<file path="src/design/dwm_pkg.sv">
// Shared constants, control struct and helper for the domain wildcard matcher.
// No dependencies; every other design file imports this package.
`default_nettype none

package dwm_pkg;

  // Table geometry
  localparam int NUM_ENTRIES = 8;
  localparam int PATTERN_MAX = 64;
  localparam int LEN_W       = $clog2(PATTERN_MAX + 1);

  // Fixed field widths
  localparam int CMD_W   = 2;
  localparam int ENTRY_W = 3;
  localparam int CHAR_W  = 8;

  // Commands
  localparam logic [CMD_W-1:0] CMD_CLEAR  = 2'd0;
  localparam logic [CMD_W-1:0] CMD_APPEND = 2'd1;
  localparam logic [CMD_W-1:0] CMD_QUERY  = 2'd2;

  // Special characters
  localparam logic [CHAR_W-1:0] CHAR_STAR = 8'h2A;
  localparam logic [CHAR_W-1:0] CHAR_DOT  = 8'h2E;

  // Per-entry control broadcast from the input stage
  typedef struct packed {
    logic              clr;    // clear this entry
    logic              app;    // append a pattern byte to this entry
    logic              qry;    // query name byte
    logic              first;  // first byte of a name
    logic              step;   // byte takes part in the compare
    logic              last;   // last byte of pattern or name
    logic [CHAR_W-1:0] fc;     // case-folded byte
  } dwm_ctrl_t;

  // ASCII upper case to lower case
  function automatic logic [CHAR_W-1:0] fold(input logic [CHAR_W-1:0] c);
    logic [CHAR_W-1:0] r;
    r = c;
    if (c >= 8'h41 && c <= 8'h5A) begin
      r = c + 8'd32;
    end
    return r;
  endfunction

endpackage

`default_nettype wire

</file>
<file path="src/design/dwm_result.sv">
// Lowest-index hit selection and the result output register.
// Depends on dwm_pkg.
`default_nettype none

module dwm_result (
  input  logic                        clk_i,
  input  logic                        rst_ni,
  input  logic                        load_i,
  input  logic [dwm_pkg::NUM_ENTRIES-1:0] match_i,
  input  logic                        out_ready_i,
  output logic                        out_valid_o,
  output logic                        hit_o,
  output logic [dwm_pkg::ENTRY_W-1:0] hit_entry_o
);
  import dwm_pkg::*;

  logic               valid_q, valid_d;
  logic               hit_q;
  logic [ENTRY_W-1:0] idx_q;
  logic               hit_c;
  logic [ENTRY_W-1:0] idx_c;

  always_comb begin
    hit_c = 1'b0;
    idx_c = '0;
    for (int e = NUM_ENTRIES - 1; e >= 0; e--) begin
      if (match_i[e]) begin
        hit_c = 1'b1;
        idx_c = ENTRY_W'(e);
      end
    end
  end

  always_comb begin
    valid_d = valid_q;
    if (load_i) begin
      valid_d = 1'b1;
    end else if (out_ready_i) begin
      valid_d = 1'b0;
    end
  end

  always_ff @(posedge clk_i or negedge rst_ni) begin
    if (!rst_ni) begin
      valid_q <= 1'b0;
    end else begin
      valid_q <= valid_d;
    end
  end

  always_ff @(posedge clk_i) begin
    if (load_i) begin
      hit_q <= hit_c;
      idx_q <= idx_c;
    end
  end

  assign out_valid_o = valid_q;
  assign hit_o       = hit_q;
  assign hit_entry_o = idx_q;

endmodule

`default_nettype wire
</file>
<file path="config.mk">
export PLATFORM = sky130hd
export DESIGN_NAME = dwm_result
export DESIGN_NICKNAME = d
export VERILOG_FILES = /design/src/design/dwm_pkg.sv /design/src/design/dwm_result.sv
export SDC_FILE = /design/constraint.sdc
export NUM_CORES = 1
export LEC_CHECK = 0
export BUFFER_PORTS_ARGS = -buffer_cell sky130_fd_sc_hd__buf_2
export CORE_AREA = 2 2 39 41
export DETAILED_ROUTE_END_ITERATION = 10
export DIE_AREA = 0 0 41 43
export GPL_TIMING_DRIVEN = 0
export SLEW_MARGIN = 25
export SYNTH_ARGS = -nofsm -noshare
export SYNTH_HDL_FRONTEND = slang
export SYNTH_SLANG_ARGS = --single-unit
</file>
<file path="constraint.sdc">
create_clock -name clk_i -period 1.3 [get_ports clk_i]
set_clock_uncertainty 0.15 [all_clocks]
set_input_delay 0.39 -clock clk_i [delete_from_list [all_inputs] [get_ports clk_i]]
set_output_delay 0.39 -clock clk_i [all_outputs]
set_load 0.03 [all_outputs]
</file>
# Yosys cells after proc, flatten, opt, wreduce, memory -nomap -nowiden
# Cells that the tools add are included.
# totals
memories,0
romBits,0
latchBits,0
mem_bits_rw,0
ff_bits,5
elab_cells,19
output_inout_bits,5
input_bits,12
# op_classes
add_sub_neg,0
magnitude_cmp,0
div_mod_pow,0
multipliers,0
reduce_logical,4
mux,10
eq_ne,0
shift,0
bitwise_logic,0
# ops
op,n
3-bit two-way mux,4
7-bit OR reduction,1
1-bit two-way mux,4
2-bit two-way mux,2
4-bit OR reduction,1
2-bit nonzero test,1
2-bit OR reduction,1

# Depth between registers and ports, before layout
# logic_depth
word_depth,7
depth_mapped,3
mapped_depth_nobuf,3

# Least setup slack after synthesis
# Ideal clock, no wire load.
# synth_path
kind,input port to flip-flop
startpoint,input match_i[5] in the netlist's numbering
endpoint,"register idx_q[2], in the netlist hit_entry_o[2] (data pin)"
cell_stages,2
setup_slack_ns,0.052
arrival_ns,0.843
path_cell_list,nor4_2 and3b_1
# synth_via
elab_chain_cells,2
# synth_lines
element,line_no,source
from (decl),dwm_result.sv:9,"input logic [dwm_pkg::NUM_ENTRIES-1:0] match_i,"
3-bit two-way mux (2 in a row),dwm_result.sv:27,if (match_i[e]) begin
to (signal assigned),dwm_result.sv:54,idx_q <= idx_c;
to (decl),dwm_result.sv:19,logic [ENTRY_W-1:0] idx_q;
# No other way between the ends.
# A chain may end at the register's enable or synchronous reset.

# Final worst setup path
# layout_path
startpoint,"register idx_q[1], in the netlist hit_entry_o[1]"
endpoint,output hit_entry_o[1] in the netlist's numbering
# layout_lines
element,line_no,source
to (decl),dwm_result.sv:13,output logic [dwm_pkg::ENTRY_W-1:0] hit_entry_o
# No word-level cell between the ends.

==> summary.txt <==
Initial DRT Pass Iterations -> 3
max cap viols -> 0
CTS Sinks -> 5
Min-Delay Path Depth -> 2
DP HPWL -> 362 um
Worst setup EP type -> output port
Critical Path RT -> 760 ps
Largest stage delay, worst path -> 380 ps
syn avg cell area -> 11.4 sq um
first-pass GRT wire length -> 765 um
clk slew on worst S/H paths -> 40 ps
period utilization -> 1.00
Clock Latency Late Sink -> 230 ps
multi-input logic area -> 83.8 sq um
# IOs -> 17
worst vdd ir -> 0.000256 V
Routed Antenna Nets -> 0
Placed Area -> 340 sq um
worst-margin pin slew -> 294 ps
crit-path max FO -> 1
Core Area -> 1380 sq um
P_leak -> 0.186 nW
status -> finished, violations left
Placement Setup Slack -> -130 ps
setup repair bufs after CTS -> 0
Yosys reg bits -> 5
FF-to-FF Start -> out_valid_o
Rows -> 14
Slew headroom -> 0.802
synth unique cells -> 13
RSZ-0062 raised after global routing -> true
slowest cell on the critical path -> edfxtp_1
GRT overflow -> 0
FF/Latch Area -> 145 sq um
largest delay contributor family on the critical path -> flip-flops
PD cells -> 1110 nW/um^2
share of layout cells above drive strength 1 -> 0.476
sequential area share after synthesis -> 0.604
Pins Over Slew Limit -> 0
Filler cells -> 148
FF-to-FF End -> out_valid_o
H-tree Lvls -> 1
Post-route DRC -> 0
Area growth, synth to finish -> 69.8%
CTS tree -> done
Die H -> 43 um
post-route cell area -> 408 sq um
CP Buf/Inv Count -> 1
Max Freq -> 769 MHz
failing checks -> negative setup slack
Final setup viols -> 1
port bufs -> 16
number of synthesis warnings -> 0
final layout net count -> 55
Final Hold Vio Count -> 0
CTS Buf Count -> 3
syn_nets -> 33
Root Driver -> clkbuf_4
final worst setup slack -> -0.223 ps
number of global-route vias before repair -> 206
worst r2r path cells -> 1
initial antenna violation count -> 0
WL/cell -> 7.59 um
GRT Overall Usage -> 0.0747
GPL Wtd Cong -> 0.611
Hold Path Sink -> out_valid_o
commonest non-fill, non-tap cell in the layout -> buf_2
CTS max path bufs -> 2
hold_ws -> 263 ps
largest net degree at the start of global routing -> 6
most frequent cells in the layout -> 11 x buf_2, 5 x buf_6, 4 x edfxtp_1
Final Total Pwr -> 0.453 mW
Startpoint Class -> register
total number of vias -> 225
die width -> 41 um
min cycle time layout -> 1300 ps
R2R setup slack -> 490 ps
vias per cell -> 3.88
n_diodes -> 0
Hold Crit Class -> input port to register
Mapped Area -> 240 sq um
critical setup path kind -> register to output port
hold_sp -> load_i
full die area -> 1760 sq um
Starting Density -> 0.174
Initial DRC Count -> 3
CP arrival -> 760 ps
CP Cell Sequence -> buf_6
final wirelength -> 440 um
Post-Synthesis Cells -> 21
-- where the power goes --
group	total, mW	internal (mW)	switching, mW
Clock	0.170	0.115	0.0548
Sequential	0.192	0.187	0.00547
Combinational	0.0904	0.0432	0.0472
Total	0.453	0.345	0.107
-- flip-flops by register name, summed over array words and instances, names as in the netlist --
name         cells
hit_entry_o      3
out_valid_o      1
hit_o            1
-- cells in the mapped netlist, drive strengths merged --
cell type / number / area share
inv: 3 / 0.047
nor4: 1 / 0.052
nor3b: 1 / 0.031
and3b: 1 / 0.036
nor2: 3 / 0.047
o41ai: 1 / 0.036
dfrtp: 1 / 0.10
a21boi: 1 / 0.031
edfxtp: 4 / 0.50
a21oi: 2 / 0.042
o21ai: 1 / 0.021
a21o: 1 / 0.031
nand3: 1 / 0.021
-- metal layers --
layer  track usage  up-vias  routed length [um]
met3        0.0314        2                  38
met4         0.120        0                  19
met1        0.0787       91                 174
met5             0        -                   0
met2        0.0813       13                 207
li1              -      119                   -
-- timing repair --
item                       4_1_cts  5_1_grt
hold buffers                     1        0
resized for setup               10        0
setup endpoints to repair        5        5
hold endpoints to repair         1        0
-- kinds of logic after synthesis --
family                 count (synthesis)  share of synthesized area
buffers and inverters                  3                     0.0469
flip-flops                             5                      0.604
AND/OR/NAND/NOR                        7                      0.187
AO/OA/AOI/OAI                          6                      0.161
-- cell type report --
type	count	share of cell area
clock buffer	4	0.0644
inverter	3	0.0276
multi-input combinational	13	0.206
sequential	5	0.356
tap	16	0.0491
timing repair buffer	17	0.298
-- stage by stage --
| stage | util | setup TNS, ps | instances |
|---|---|---|---|
| finish | 0.295 | -0.223 | 58 |
| global route | 0.295 | -167 | 58 |
| CTS | 0.295 | -47.0 | 58 |
| detailed placement | 0.246 | -171 | 53 |
| global placement | 0.246 | -145 | 53 |
| floorplan | - | 0 | 21 |
-- how the worst max path moves through the flow --
stage,startpoint,endpoint,cells past startpoint
global placement,match_i[5],hit_entry_o[2],3
global route,hit_entry_o[1],hit_entry_o[1],1
detailed placement,match_i[5],hit_entry_o[2],3
floorplan,match_i[5],hit_entry_o[2],2
finish,hit_entry_o[1],hit_entry_o[1],1
CTS,hit_entry_o[2],hit_entry_o[2],1
(Power assumes the default switching activity.)
