$ cat config.mk
export PLATFORM = sky130hd
export DESIGN_NAME = dwm_entry
export DESIGN_NICKNAME = d
export VERILOG_FILES = /design/src/design/dwm_pkg.sv /design/src/design/dwm_entry.sv
export SDC_FILE = /design/constraint.sdc
export NUM_CORES = 1
export LEC_CHECK = 0
export ABC_AREA = 1
export BUFFER_PORTS_ARGS = -buffer_cell sky130_fd_sc_hd__buf_2
export CAP_MARGIN = 15
export CORE_UTILIZATION = 50
export CTS_BUF_LIST = sky130_fd_sc_hd__clkbuf_2
export CTS_CLUSTER_SIZE = 30
export DETAILED_ROUTE_END_ITERATION = 10
export PLACE_DENSITY_LB_ADDON = 0.08
export SKIP_LAST_GASP = 1
export SLEW_MARGIN = 0
export SYNTH_ARGS = -nofsm -noshare
export SYNTH_HDL_FRONTEND = slang
export SYNTH_SLANG_ARGS = --single-unit
$ cat constraint.sdc
create_clock -name clk_i -period 7.6 [get_ports clk_i]
set_input_delay 0 -clock clk_i [delete_from_list [all_inputs] [get_ports clk_i]]
set_output_delay 0 -clock clk_i [all_outputs]
set_load 0.005 [all_outputs]
$ cat src/design/dwm_pkg.sv
// Shared constants, control struct and helper for the domain wildcard matcher.
// No dependencies; every other design file imports this package.
`default_nettype none

package dwm_pkg;

  // Table geometry
  localparam int NUM_ENTRIES = 8;
  localparam int PATTERN_MAX = 64;
  localparam int LEN_W       = $clog2(PATTERN_MAX + 1);

  // Fixed field widths
  localparam int CMD_W   = 2;
  localparam int ENTRY_W = 3;
  localparam int CHAR_W  = 8;

  // Commands
  localparam logic [CMD_W-1:0] CMD_CLEAR  = 2'd0;
  localparam logic [CMD_W-1:0] CMD_APPEND = 2'd1;
  localparam logic [CMD_W-1:0] CMD_QUERY  = 2'd2;

  // Special characters
  localparam logic [CHAR_W-1:0] CHAR_STAR = 8'h2A;
  localparam logic [CHAR_W-1:0] CHAR_DOT  = 8'h2E;

  // Per-entry control broadcast from the input stage
  typedef struct packed {
    logic              clr;    // clear this entry
    logic              app;    // append a pattern byte to this entry
    logic              qry;    // query name byte
    logic              first;  // first byte of a name
    logic              step;   // byte takes part in the compare
    logic              last;   // last byte of pattern or name
    logic [CHAR_W-1:0] fc;     // case-folded byte
  } dwm_ctrl_t;

  // ASCII upper case to lower case
  function automatic logic [CHAR_W-1:0] fold(input logic [CHAR_W-1:0] c);
    logic [CHAR_W-1:0] r;
    r = c;
    if (c >= 8'h41 && c <= 8'h5A) begin
      r = c + 8'd32;
    end
    return r;
  endfunction

endpackage

`default_nettype wire

$ cat src/design/dwm_entry.sv
// One pattern table entry: byte storage, pattern decode and shift-and matcher.
// Depends on dwm_pkg.
`default_nettype none

module dwm_entry (
  input  logic              clk_i,
  input  logic              rst_ni,
  input  dwm_pkg::dwm_ctrl_t ctrl_i,
  output logic              match_o
);
  import dwm_pkg::*;

  localparam logic [2:0] FORM_EXACT    = 3'd0;
  localparam logic [2:0] FORM_PREFIX   = 3'd1;
  localparam logic [2:0] FORM_SUFFIX   = 3'd2;
  localparam logic [2:0] FORM_CONTAINS = 3'd3;
  localparam logic [2:0] FORM_ALL      = 3'd4;

  logic [CHAR_W-1:0]      bytes_q [PATTERN_MAX];
  logic [CHAR_W-1:0]      prev_q;
  logic [LEN_W-1:0]       len_q, len_d;
  logic                   done_q, done_d;
  logic                   over_q, over_d;
  logic                   valid_q, valid_d;
  logic                   armed_q, armed_d;
  logic [2:0]             form_q, form_d;
  logic                   start_q, start_d;
  logic [PATTERN_MAX-1:0] endm_q, endm_d;
  logic [PATTERN_MAX-1:0] w_q, w_d;
  logic                   v0_q, v0_d;
  logic                   seen_q, seen_d;

  // Append / finish decode
  logic                   wr;
  logic                   dot;
  logic                   ws, we, all_f;
  logic [LEN_W-1:0]       flen, clen, cend;
  logic [CHAR_W-1:0]      p0, lastb;
  logic [2:0]             form_new;
  logic [PATTERN_MAX-1:0] endm_new;

  always_comb begin
    wr    = ctrl_i.app && !done_q && (len_q < LEN_W'(PATTERN_MAX));
    flen  = len_q + LEN_W'(1);
    dot   = (flen > LEN_W'(1)) && (ctrl_i.fc == CHAR_DOT);
    clen  = dot ? (flen - LEN_W'(1)) : flen;
    lastb = dot ? prev_q : ctrl_i.fc;
    p0    = (len_q == '0) ? ctrl_i.fc : bytes_q[0];
    ws    = (p0 == CHAR_STAR);
    we    = 1'b0;
    all_f = 1'b0;
    cend  = clen;
    if (ws && clen == LEN_W'(1)) begin
      all_f = 1'b1;
    end else if (lastb == CHAR_STAR && (clen - LEN_W'(ws)) == LEN_W'(1)) begin
      all_f = 1'b1;
    end else if (lastb == CHAR_STAR) begin
      we   = 1'b1;
      cend = clen - LEN_W'(1);
    end
    if (all_f) begin
      form_new = FORM_ALL;
    end else if (ws) begin
      form_new = we ? FORM_CONTAINS : FORM_SUFFIX;
    end else begin
      form_new = we ? FORM_PREFIX : FORM_EXACT;
    end
    for (int j = 0; j < PATTERN_MAX; j++) begin
      endm_new[j] = (LEN_W'(j + 1) == cend);
    end
  end

  // Query: shift-and update over the stored positions
  logic                   armed_n, v0_old, seen_old, active, end_hit;
  logic [PATTERN_MAX-1:0] w_old, chain, w_upd;

  always_comb begin
    armed_n  = ctrl_i.first ? valid_q : armed_q;
    v0_old   = ctrl_i.first ? 1'b1 : v0_q;
    seen_old = ctrl_i.first ? 1'b0 : seen_q;
    w_old    = ctrl_i.first ? '0 : w_q;
    active   = armed_n && (form_q != FORM_ALL) && ctrl_i.step;
    for (int j = 0; j < PATTERN_MAX; j++) begin
      chain[j] = v0_old && (start_q ? (j == 1) : (j == 0));
      if (j > 0) begin
        chain[j] = chain[j] | w_old[j-1];
      end
      w_upd[j] = chain[j] && (bytes_q[j] == ctrl_i.fc);
    end
    end_hit = |(w_upd & endm_q);
  end

  // Next state
  always_comb begin
    len_d   = len_q;
    done_d  = done_q;
    over_d  = over_q;
    valid_d = valid_q;
    armed_d = armed_q;
    form_d  = form_q;
    start_d = start_q;
    endm_d  = endm_q;
    w_d     = w_q;
    v0_d    = v0_q;
    seen_d  = seen_q;
    if (ctrl_i.clr) begin
      len_d   = '0;
      done_d  = 1'b0;
      over_d  = 1'b0;
      valid_d = 1'b0;
      armed_d = 1'b0;
      form_d  = FORM_EXACT;
      start_d = 1'b0;
      endm_d  = '0;
      w_d     = '0;
      v0_d    = 1'b0;
      seen_d  = 1'b0;
    end else if (ctrl_i.app && !done_q) begin
      if (wr) begin
        len_d = flen;
      end else begin
        over_d = 1'b1;
      end
      if (ctrl_i.last) begin
        done_d = 1'b1;
        if (wr && !over_q) begin
          valid_d = 1'b1;
          form_d  = form_new;
          start_d = ws && !all_f;
          endm_d  = endm_new;
        end
      end
    end else if (ctrl_i.qry) begin
      armed_d = armed_n;
      if (active) begin
        w_d    = w_upd;
        v0_d   = (form_q == FORM_SUFFIX) || (form_q == FORM_CONTAINS);
        seen_d = seen_old | end_hit;
      end else begin
        w_d    = w_old;
        v0_d   = v0_old;
        seen_d = seen_old;
      end
    end
  end

  always_comb begin
    case (form_q)
      FORM_ALL:                match_o = armed_d;
      FORM_EXACT, FORM_SUFFIX: match_o = armed_d && |(w_d & endm_q);
      default:                 match_o = armed_d && seen_d;
    endcase
  end

  always_ff @(posedge clk_i or negedge rst_ni) begin
    if (!rst_ni) begin
      len_q   <= '0;
      done_q  <= 1'b0;
      over_q  <= 1'b0;
      valid_q <= 1'b0;
      armed_q <= 1'b0;
      form_q  <= FORM_EXACT;
      start_q <= 1'b0;
      endm_q  <= '0;
      w_q     <= '0;
      v0_q    <= 1'b0;
      seen_q  <= 1'b0;
    end else begin
      len_q   <= len_d;
      done_q  <= done_d;
      over_q  <= over_d;
      valid_q <= valid_d;
      armed_q <= armed_d;
      form_q  <= form_d;
      start_q <= start_d;
      endm_q  <= endm_d;
      w_q     <= w_d;
      v0_q    <= v0_d;
      seen_q  <= seen_d;
    end
  end

  // Pattern bytes: no reset, only positions below the length are used
  always_ff @(posedge clk_i) begin
    if (wr) begin
      prev_q <= ctrl_i.fc;
      for (int j = 0; j < PATTERN_MAX; j++) begin
        if (len_q == LEN_W'(j)) begin
          bytes_q[j] <= ctrl_i.fc;
        end
      end
    end
  end

endmodule

`default_nettype wire

Word-level counts from Yosys, hierarchy flattened
Memory sizes are Yosys's and may differ from the RTL's.
Cells that the tools add are included.
{ "classes": {"n_addsub": 4, "n_lt_le_gt_ge": 2, "eq_ne": 202, "muxes": 443, "bitwise_logic": 4, "n_reduce_logical": 159} }
{ "ops": {"columns": ["operator", "n"], "rows": [
  ["2-to-1 mux 64 bit", 9],
  ["2-to-1 mux 8 bit", 65],
  ["equality test 8 bit", 64],
  ["OR reduction 8 bit", 63],
  ["2-to-1 mux 6 bit", 63],
  ["2-to-1 mux 1 bit", 292],
  ["equality test 6 x 7 -> 1 bit (first input constant)", 32],
  ["equality test 7 x 6 -> 1 bit (second input constant)", 32],
  ["bitwise AND 64 bit", 2],
  ["OR reduction 64 bit", 2],
  ["equality test 5 x 7 -> 1 bit (first input constant)", 16],
  ["equality test 7 x 5 -> 1 bit (second input constant)", 16],
  ["logical AND 1 bit", 77],
  ["equality test 4 x 7 -> 1 bit (first input constant)", 8],
  ["equality test 7 x 4 -> 1 bit (second input constant)", 8],
  ["2-to-1 mux 7 bit", 7],
  ["equality test 3 x 7 -> 1 bit (first input constant)", 4],
  ["equality test 7 x 3 -> 1 bit (second input constant)", 4],
  ["equality test 8 x 6 -> 1 bit (second input constant)", 3],
  ["equality test 7 x 1 -> 1 bit (second input constant)", 3],
  ["2-to-1 mux 3 bit", 5],
  ["equality test 2 x 7 -> 1 bit (first input constant)", 2],
  ["equality test 7 x 2 -> 1 bit (second input constant)", 2],
  ["subtractor 7 x 1 -> 7 bit (second input constant)", 2],
  ["21 further kinds", 33]
]} }
{ "totals": {"reg_bits": 153, "mem_bits_rw": 512, "input_bits": 16, "output_inout_bits": 1, "word_cells": 827, "mem_count": 1} }
{ "mem_list": {"columns": ["memory", "words", "word_bits", "rd", "rd_ports_with_merged_regs", "wr", "line", "rtl"], "rows": [
  ["bytes_q", 64, 8, 64, 0, 1, "dwm_entry.sv:19", "logic [CHAR_W-1:0] bytes_q [PATTERN_MAX];"]
]} }

Longest topological paths before layout
Gate-level depths: netlist (run 1).
{ "logic_depth": {"depth_word": 69, "mapped_depth": 26, "ltp_nobuf": 25} }

Worst setup path before layout (run 1)
Ideal clock, no wire load.
{ "synth_path": {"path_type": "flip-flop to flip-flop", "startpoint": "reg len_q[0]", "endpoint": "reg endm_q[43]", "setup_ps": 66, "t_arrival_ps": 3147, "required_time_ps": 7534, "slack_ps": 4387, "stages_incl_launch_ff": 26, "path_buffers": 1, "synth_period_minus_slack_ps": 3213, "cell_sequence": "dfrtp_1 > inv_1 > ha_1 > inv_1 > nand2_1 > nor2_1 > nand3_1 > nand2_2 > nand2_4 > nand2_4 > nand2_2 > nand2_4 > inv_2 > ha_1 > inv_1 > nand2_1 > nor2_4 > inv_1 > nand3_1 > nand2_1 > nand2_2 > nand2_4 > nor2_4 > buf_6 > nand2_1 > nand2_1"} }
{ "synth_between": {"elab_chain_len": 14, "elab_cells_between_ends": 29, "cone_classes": "add/sub: 4; order compare: 2; eq/ne: 5; mux: 10; reduce/logical: 8"} }
{ "synth_lines": {"columns": ["element", "line", "rtl"], "rows": [
  ["from (decl)", "dwm_entry.sv:21", "logic [LEN_W-1:0] len_q, len_d;"],
  ["from (signal assigned)", "dwm_entry.sv:169", "len_q <= len_d;"],
  ["adder 7 x 1 -> 7 bit", "dwm_entry.sv:44", "flen = len_q + LEN_W'(1);"],
  ["greater-than comparator 7 x 1 -> 1 bit", "dwm_entry.sv:45", "dot = (flen > LEN_W'(1)) && (ctrl_i.fc == CHAR_DOT);"],
  ["logical AND 1 bit", "dwm_entry.sv:45", null],
  ["2-to-1 mux 7 bit", "dwm_entry.sv:46", "clen = dot ? (flen - LEN_W'(1)) : flen;"],
  ["subtractor 7 x 1 -> 7 bit", "dwm_entry.sv:55", "end else if (lastb == CHAR_STAR && (clen - LEN_W'(ws)) == LEN_W'(1)) begin"],
  ["equality test 7 x 1 -> 1 bit", "dwm_entry.sv:55", null],
  ["logical AND 1 bit", "dwm_entry.sv:55", null],
  ["2-to-1 mux 7 bit", "dwm_entry.sv:55", null],
  ["2-to-1 mux 7 bit", "dwm_entry.sv:53", "if (ws && clen == LEN_W'(1)) begin"],
  ["equality test 6 x 7 -> 1 bit", "dwm_entry.sv:69", "endm_new[j] = (LEN_W'(j + 1) == cend);"],
  ["2-to-1 mux 64 bit", "dwm_entry.sv:126", "if (wr && !over_q) begin"],
  ["2-to-1 mux 64 bit", "dwm_entry.sv:124", "if (ctrl_i.last) begin"],
  ["2-to-1 mux 64 bit", "dwm_entry.sv:118", "end else if (ctrl_i.app && !done_q) begin"],
  ["2-to-1 mux 64 bit", "dwm_entry.sv:106", "if (ctrl_i.clr) begin"],
  ["to (signal assigned)", "dwm_entry.sv:176", "endm_q <= endm_d;"],
  ["to (decl)", "dwm_entry.sv:28", "logic [PATTERN_MAX-1:0] endm_q, endm_d;"]
]} }
Parallel ways exist; a longest one is shown, timed or not. The select of a mux whose other input is x is not followed.
A chain may end at the register's enable or synchronous reset.

Final worst setup path (run 1)
{ "layout_path": {"startpoint": "reg form_q[1]", "endpoint": "out match_o"} }
{ "layout_between": {"elab_chain_len": 11, "elab_cells_between_ends": 20, "cone_classes": "eq/ne: 3; mux: 9; bitwise: 1; reduce/logical: 7"} }
{ "layout_lines": {"columns": ["element", "line", "rtl"], "rows": [
  ["from (decl)", "dwm_entry.sv:26", "logic [2:0] form_q, form_d;"],
  ["from (signal assigned)", "dwm_entry.sv:174", "form_q <= form_d;"],
  ["!= test 3 bit", "dwm_entry.sv:82", "active = armed_n && (form_q != FORM_ALL) && ctrl_i.step;"],
  ["logical AND 1 bit (2 in series)", "dwm_entry.sv:82", null],
  ["2-to-1 mux 64 bit", "dwm_entry.sv:135", "if (active) begin"],
  ["2-to-1 mux 64 bit", "dwm_entry.sv:133", "end else if (ctrl_i.qry) begin"],
  ["2-to-1 mux 64 bit", "dwm_entry.sv:118", null],
  ["2-to-1 mux 64 bit", "dwm_entry.sv:106", null],
  ["bitwise AND 64 bit", "dwm_entry.sv:150", "FORM_EXACT, FORM_SUFFIX: match_o = armed_d && |(w_d & endm_q);"],
  ["OR reduction 64 bit", "dwm_entry.sv:150", null],
  ["logical AND 1 bit", "dwm_entry.sv:150", null],
  ["one-hot mux 1 bit (2 select lines) (*)", "dwm_entry.sv:148", "case (form_q)"],
  ["to (decl)", "dwm_entry.sv:9", "output logic match_o"]
]} }
Mark *: on every way between the ends. The rest lies on a longest branch, timed or not.

==> results of run 1 <==
## critical path: stages, from the launching register on
cell and delay (ns):
dfrtp_1 0.41, inv_1 0.11, nand3_1 0.13, nand3_1 0.56, nor2_1 0.08, dlygate4sd3_1 0.63, inv_2 0.43, buf_4 0.49
nand2_1 0.10, nand2_1 0.11, nand2_1 0.06, nand3_1 0.07, nand4_1 0.30, nor2_1 0.18, nand2_1 0.07, nor2_1 0.11
nand2_1 0.11, nand2_1 0.08, a21oi_1 0.12, buf_2 0.16
## state kept, by name, summed over array words and instances, names as in the netlist
| signal | flops |
|---|---|
| endm_q | 64 |
| w_q | 64 |
| v0_q | 1 |
| bytes_q | 512 |
| over_q | 1 |
| valid_q | 1 |
| len_q | 7 |
| form_q | 3 |
| seen_q | 1 |
| done_q | 1 |
| prev_q | 8 |
| armed_q | 1 |
## repair_timing
item                                    CTS  global route
buffers inserted                          0             0
hold buffers                             45             0
endpoints found under the hold margin  1153             0
## per-layer routing
metal / vias to the layer above / share of wire, %
met2: 1038 / 45
li1: 12370 / -
met5: - / 0.026
met1: 12460 / 43
met3: 213 / 8.0
met4: 4 / 3.4
## cell families after synthesis
group	Yosys count	share of synthesized area [%]
xor gates and xnor gates	379	9.824
buffers and inverters	421	4.977
DFF	664	56.88
adders and majority gates	7	0.2592
and+or+nand+nor	2083	26.14
AOI/OAI and AO/OA	123	1.922
## through the flow
| stage | hold WS [ns] | setup slack, ns | cell area, sq um | utilization (%) |
|---|---|---|---|---|
| after floorplan | -0.2956 | 4.387 | 33790 | - |
| after global placement | 0.1119 | 3.169 | 34680 | 52.28 |
| after detailed placement | 0.1079 | 3.140 | 34680 | 52.28 |
| after CTS | 0.03526 | 1.948 | 36760 | 55.42 |
| after global routing | 0.03241 | 1.662 | 36790 | 55.47 |
| final | 0.1696 | 1.909 | 36800 | 55.47 |
## power breakdown
group,switching (mW),leakage (nW),internal [mW]
sequential,0.0184,6.68,3.94
combinational,0.472,7.18,0.188
clock,1.50,1.21,0.949
## area by class of cell
| class | instances | area, sq um |
|---|---|---|
| Multi-Input combinational cell | 2592 | 12920 |
| Timing Repair Buffer | 104 | 991.0 |
| Inverter | 274 | 1030 |
| Clock inverter | 37 | 181.4 |
| Clock buffer | 272 | 1361 |
| Antenna cell | 6 | 15.01 |
| Sequential cell | 664 | 19220 |
| Fill cell | 6090 | 29540 |
| Tap cell | 864 | 1081 |
## synth_stat cells (7+ instances only)
master,number,area (sq um)
nand3_1,302,1511
o21ai_0,25,125.1
nand3b_1,16,120.1
inv_1,266,998.5
xor2_1,124,1086
buf_1,16,60.06
clkbuf_1,82,307.8
a21oi_1,80,400.4
or2_2,22,137.6
nor3_1,84,420.4
o22ai_1,7,43.79
ha_1,7,87.58
nand2_1,1139,4275
inv_2,8,30.03
buf_2,41,205.2
nand4_1,71,444.2
nor2_2,12,75.07
nor2_1,389,1460
xnor2_1,255,2233
edfxtp_1,520,15610
nor2_4,7,78.83
nand2_2,16,100.1
nor3b_1,11,82.58
dfrtp_1,144,3603
## path summary, 6_finish.rpt
path | from | endpoint | slack [ns] | cells past startpoint
worst max-delay path | form_q[1] | match_o | 1.91 | 19
worst min-delay path | ctrl_i[2] | bytes_q[0][58] | 0.17 | 4
worst max register to register | len_q[0] | endm_q[28] | 3.51 | 22
worst min register to register | valid_q | valid_q | 0.51 | 2
max in group asynchronous | rst_ni | form_q[2] | 6.22 | 5
min in group asynchronous | rst_ni | endm_q[20] | 0.38 | 5
## cells in the final DEF, fill, tap and decap left out, drive strengths merged, types with 81 or more instances in the layout
| master | count |
|---|---|
| nand2 | 1159 |
| edfxtp | 520 |
| nor2 | 408 |
| nand3 | 303 |
| inv | 277 |
| clkbuf | 273 |
| xnor2 | 255 |
| dfrtp | 144 |
| xor2 | 124 |
| nor3 | 84 |
| a21oi | 81 |
==> out/results.ini, run 1 <==
[run_status]
outcome = finished, final reports clean

[clock_network]
ctsResizeCount = 0
numCtsBuffers = 173
clk_path_buf_depth = 3
clock-root-buffer = clkbuf_2
clk_pin_slew_ns = 0.09
clock_sinks = 664
clk_latency_ns = 1.44
h-tree-depth = 4
cts_tree = yes

[cells_and_area]
syn2layout_area_growth_pct = 8.902
instances_no_fill = 4813
nets = 3832
layout-drive-gt1-share_pct = 10.93

[power_and_ir_drop]
total_power_mw = 7.075
irDropWorstVdd_mv = 0.1343
leakagePower_nw = 15.07
powerDensity_mw_per_mm2 = 192.3

[yosys]
synth-edff-count = 520
synth_nets = 3700
synth_cell_types = 40
synthArstFlopShare_pct = 21.69
avgSynthCellArea_sq_um = 9.189
ys_ff_latch = 664
synth_ff_type = edfxtp_1
synthCells = 3677
ys_seq_area_share_pct = 56.88
synth_area_sq_mm = 0.03379
yosysWarnings = 0

[drt]
drc = 0
wl_per_cell_um = 20.83
vias = 26080
drtPass1Iterations = 8
avgViaCountPerCell = 5.419
wl_mm = 100.3
ant_nets = 0
drt-initial-drc-count = 2256

[floorplanning]
start_util_pct = 50.94
fp.coreArea_sq_mm = 0.06633
die_height_um = 262.0
fp.dieW_um = 262.0
io-pin-count = 17
die_area_sq_mm = 0.06862
row_count = 94

[timing]
rsz0062_at_grt = no
finalSetupTns_ns = 0
finalSetupViolCount = 0
finClkSkew_ns = 0.07198
slew_headroom_pct = 23.23
drv_slew = 0
min_period_ns = 5.691
post-route-period-util_pct = 74.88
max_freq_ghz = 0.1757
hold_viol = 0
worst_pin_slew_ns = 1.143

[setup_path]
cp-end-kind = primary output
required_ns = 7.60
crit_fanout = 30
crit_type = reg -> out
startpoint_type = flop
cp.arrival_ns = 5.69

[grt]
antenna_found_initial = 4
use_met3_pct = 6.530
grt_pass1_wl_mm = 150.1
grt_util_met1_pct = 40.44
top_usage_layer = met2
globalRouteMet2Util_pct = 46.17
grt_overflow_total = 0
grt_usage_pct = 29.60
grt_max_degree = 76
grt_pass1_vias = 24900

[placed_design]
hpwlAfterDp_mm = 63.89
gp_congestion = 0.9890
placedCellCount = 4450
port_buffers = 16

[flow_run]
maxCapViolations = 0

[hold_path]
min_path_type = in -> reg

Note: power is estimated with default switching activity, not from simulation.
==> run 2: changes to the inputs <==
ABC_AREA = 0   (was 1)
clock period = 5.3 ns   (was 7.6 ns; I/O delays follow)
==> run 2 against run 1 <==
  * Cell area shrank 9.8%
  * Hold slack lost 0.035 ns
  * Clock power grew 38%
  * Setup slack lost 1.7 ns
  * Wire length shrank 19%
  * Total power grew 37%
  * First-iteration DRC count shrank 25%
  * Synthesized cell count shrank 39%
  * Largest power group unchanged
==> out/results.ini, run 2 <==
[yosys]
yosys.area.top_type = edfxtp_1  ; unchanged
synth_area_sq_mm = 0.03002  ; was 0.03379 sq mm
synthArstFlopShare_pct = 21.69  ; unchanged
netlist_top_cells_area = edfxtp_1 (52%), xnor2_1 (12%), dfrtp_1 (12%)  ; was edfxtp_1 (46%), nand2_1 (13%), dfrtp_1 (11%)
avgSynthCellArea_sq_um = 13.48  ; was 9.189 sq um
synth_top_area_share_pct = 52.01  ; was 46.21%
synth_common_cells = edfxtp_1 (520), xnor2_1 (421), nor2_1 (169)  ; was nand2_1 (1139), edfxtp_1 (520), nor2_1 (389)
synth-edff-count = 520  ; unchanged
synth_ff_type = edfxtp_1  ; unchanged
yosysWarnings = 0  ; unchanged
ys_ff_latch = 664  ; unchanged
synth_nets = 2250  ; was 3700
synthCells = 2227  ; was 3677
synth_cell_types = 90  ; was 40
synth_most_common_cell = edfxtp_1  ; was nand2_1
ys_seq_area_share_pct = 64.01  ; was 56.88%

[clock_network]
clock_sinks = 664  ; unchanged
post_cts_buffers = 0  ; unchanged
h-tree-depth = 4  ; unchanged
numCtsBuffers = 167  ; was 173
clk_pin_slew_ns = 0.11  ; was 0.09 ns
clk_latency_ns = 1.38  ; was 1.44 ns
clk_path_buf_depth = 3  ; unchanged
clock-root-buffer = clkbuf_2  ; unchanged
cts_tree = yes  ; unchanged

[timing]
min_period_ns = 5.083
post-route-period-util_pct = 95.90
finClkSkew_ns = 0.06919  ; was 0.07198 ns
max_freq_ghz = 0.1968
finalSetupViolCount = 0  ; unchanged
hold_viol = 0  ; unchanged
slew_headroom_pct = 19.05  ; was 23.23%
drv_slew = 0  ; unchanged
finalSetupTns_ns = 0  ; unchanged
worst_pin_slew_ns = 1.205  ; was 1.143 ns
final.setup.worst_slack_ns = 0.2174  ; was 1.909 ns

[cells_and_area]
ff_latch_area_sq_mm = 0.01922  ; unchanged
nets = 2414  ; was 3832
nFillCells = 4877  ; was 6090
layout-drive-gt1-share_pct = 14.34  ; was 10.93%
largest_reg_flops = 512  ; unchanged
reg_top3 = bytes_q: 512 flops, endm_q: 64 flops, w_q: 64 flops  ; unchanged
final_common_cell = edfxtp_1  ; was nand2_1
top_register = bytes_q  ; unchanged
syn2layout_area_growth_pct = 10.52  ; was 8.902%
multiInputGateArea_sq_mm = 0.01024  ; was 0.01292 sq mm
mostFrequentLayoutCells = edfxtp_1 (520), xnor2_1 (421), clkbuf_2 (232)  ; was nand2_1 (1138), edfxtp_1 (520), nor2_1 (388)

[hold_path]
min_path_type = in -> reg  ; unchanged

[flow_run]
maxCapViolations = 0  ; unchanged

[floorplanning]
io-pin-count = 17  ; unchanged
row_count = 89  ; was 94
die_height_um = 247.0  ; was 262.0 um
fp.dieW_um = 247.0  ; was 262.0 um
start_util_pct = 50.78  ; was 50.94%
fp.coreArea_sq_mm = 0.05913  ; was 0.06633 sq mm
die_area_sq_mm = 0.06103  ; was 0.06862 sq mm

[setup_path]
required_ns = 5.30  ; was 7.60 ns
cp.arrival_ns = 5.08  ; was 5.69 ns
cp-end-kind = primary output  ; unchanged
crit_type = in -> out  ; was reg -> out
crit_fanout = 60  ; was 30
startpoint_type = input port  ; was flop

[grt]
grt_pass1_vias = 18760  ; was 24900
grt_pass1_wl_mm = 120.7  ; was 150.1 mm
antenna_found_initial = 2  ; was 4
grt_usage_pct = 27.30  ; was 29.60%
grt_max_degree = 83  ; was 76
grt_overflow_total = 0  ; unchanged

[run_status]
outcome = finished, final reports clean  ; unchanged

[placed_design]
gp_congestion = 1.011  ; was 0.9890
hpwlAfterDp_mm = 51.67  ; was 63.89 mm
place_ws_ns = 0.3227  ; was 3.140 ns
port_buffers = 16  ; unchanged

[drt]
wl_mm = 80.90  ; was 100.3 mm
avgViaCountPerCell = 5.761  ; was 5.419
drt-initial-drc-count = 1698  ; was 2256
drtPass1Iterations = 6  ; was 8
wl_per_cell_um = 24.53  ; was 20.83 um
vias = 19000  ; was 26080
drc = 0  ; unchanged
ant_nets = 0  ; unchanged

[power_and_ir_drop]
powerDensity_mw_per_mm2 = 292.3  ; was 192.3 mW/mm^2
irDropWorstVdd_mv = 0.1756  ; was 0.1343 mV
leakagePower_nw = 11.07  ; was 15.07 nW

[run 2: cell count changes after synthesis, sizes merged, moves of 49 or more]
cell	change
inv	-262
a22oi	+112
nor2	-236
xnor2	+167
a22o	+49
nand2	-1086
nand3	-226
a21oi	-56
[run 2: stage by stage]
stage	instances	power [mW]	util [%]	instance area, sq um	hold WS (ns)
CTS	3288	9.812	55.95	33080	0.03050
finish	3298	9.701	56.12	33180	0.1346
global route	3292	10.14	56.09	33170	0.05471
floorplan	2227	6.154	-	30020	-0.2956
global placement	2944	6.386	52.54	31070	0.06702
detailed placement	2944	6.400	52.54	31070	0.07417
[run 2: per-layer routing]
layer / vias up / part of all wire [%] / track usage (%)
met5: - / 0 / 0
met4: 0 / 2.9 / 11.17
met3: 134 / 6.8 / 7.575
met2: 660 / 45 / 40.46
met1: 9569 / 45 / 37.86
li1: 8638 / - / -
[run 2: path summary, 6_finish.rpt]
path,startpoint,end,slack [ns],cells past startpoint
max,ctrl_i[4],match_o,0.22,16
min,ctrl_i[2],bytes_q[1][154],0.13,3
max reg2reg,len_q[0],endm_q[26],0.36,17
min reg2reg,endm_q[55],endm_q[55],0.53,2
max in group asynchronous,rst_ni,w_q[3],4.03,5
min in group asynchronous,rst_ni,over_q,0.33,5
[run 2: logic make-up after synthesis]
family	after synthesis	share of synthesized area [%]
adders and majority gates	7	0.2917
xor gates and xnor gates	522	15.28
and+or+nand+nor	602	10.60
AOI/OAI and AO/OA	292	7.505
buffers and inverters	134	2.113
DFF	664	64.01
muxes	6	0.2042
[run 2: worst max-delay path, stage by stage]
cell	delay [ns]
dlygate4sd3_1	0.53
dlygate4sd3_1	0.54
dlygate4sd3_1	0.56
buf_6	0.24
buf_12	0.37
xor2_1	0.18
nor4_1	0.06
nand4_1	0.13
nor4b_2	0.10
a22oi_1	0.40
nand3_1	0.19
or4_1	0.56
nor4_1	0.41
o21ai_0	0.18
o221a_2	0.36
buf_2	0.15
[run 2: report_power, final]
group / total [mW] / leakage, nW / switching, mW / internal [mW]
Sequential: 5.64 / 6.69 / 0.00859 / 5.63
Clock: 3.38 / 1.12 / 2.09 / 1.29
Combinational: 0.675 / 3.25 / 0.440 / 0.235
Total: 9.70 / 11.1 / 2.54 / 7.16
[run 2: area by class of cell]
| type | count | area share, % |
|---|---|---|
| sequential | 664 | 57.92 |
| multi-input combinational | 1429 | 30.86 |
| timing repair buffer | 115 | 3.616 |
| clock buffer | 232 | 3.499 |
| tap | 773 | 2.915 |
| clock inverter | 64 | 0.9804 |
| inverter | 14 | 0.1584 |
| antenna | 7 | 0.05279 |
[run 2: timing repair]
item | CTS | global route
hold buffers | 48 | 4
resized for setup | 0 | 11
endpoints found under the hold margin | 880 | 134
endpoints found under the setup margin | 0 | 47
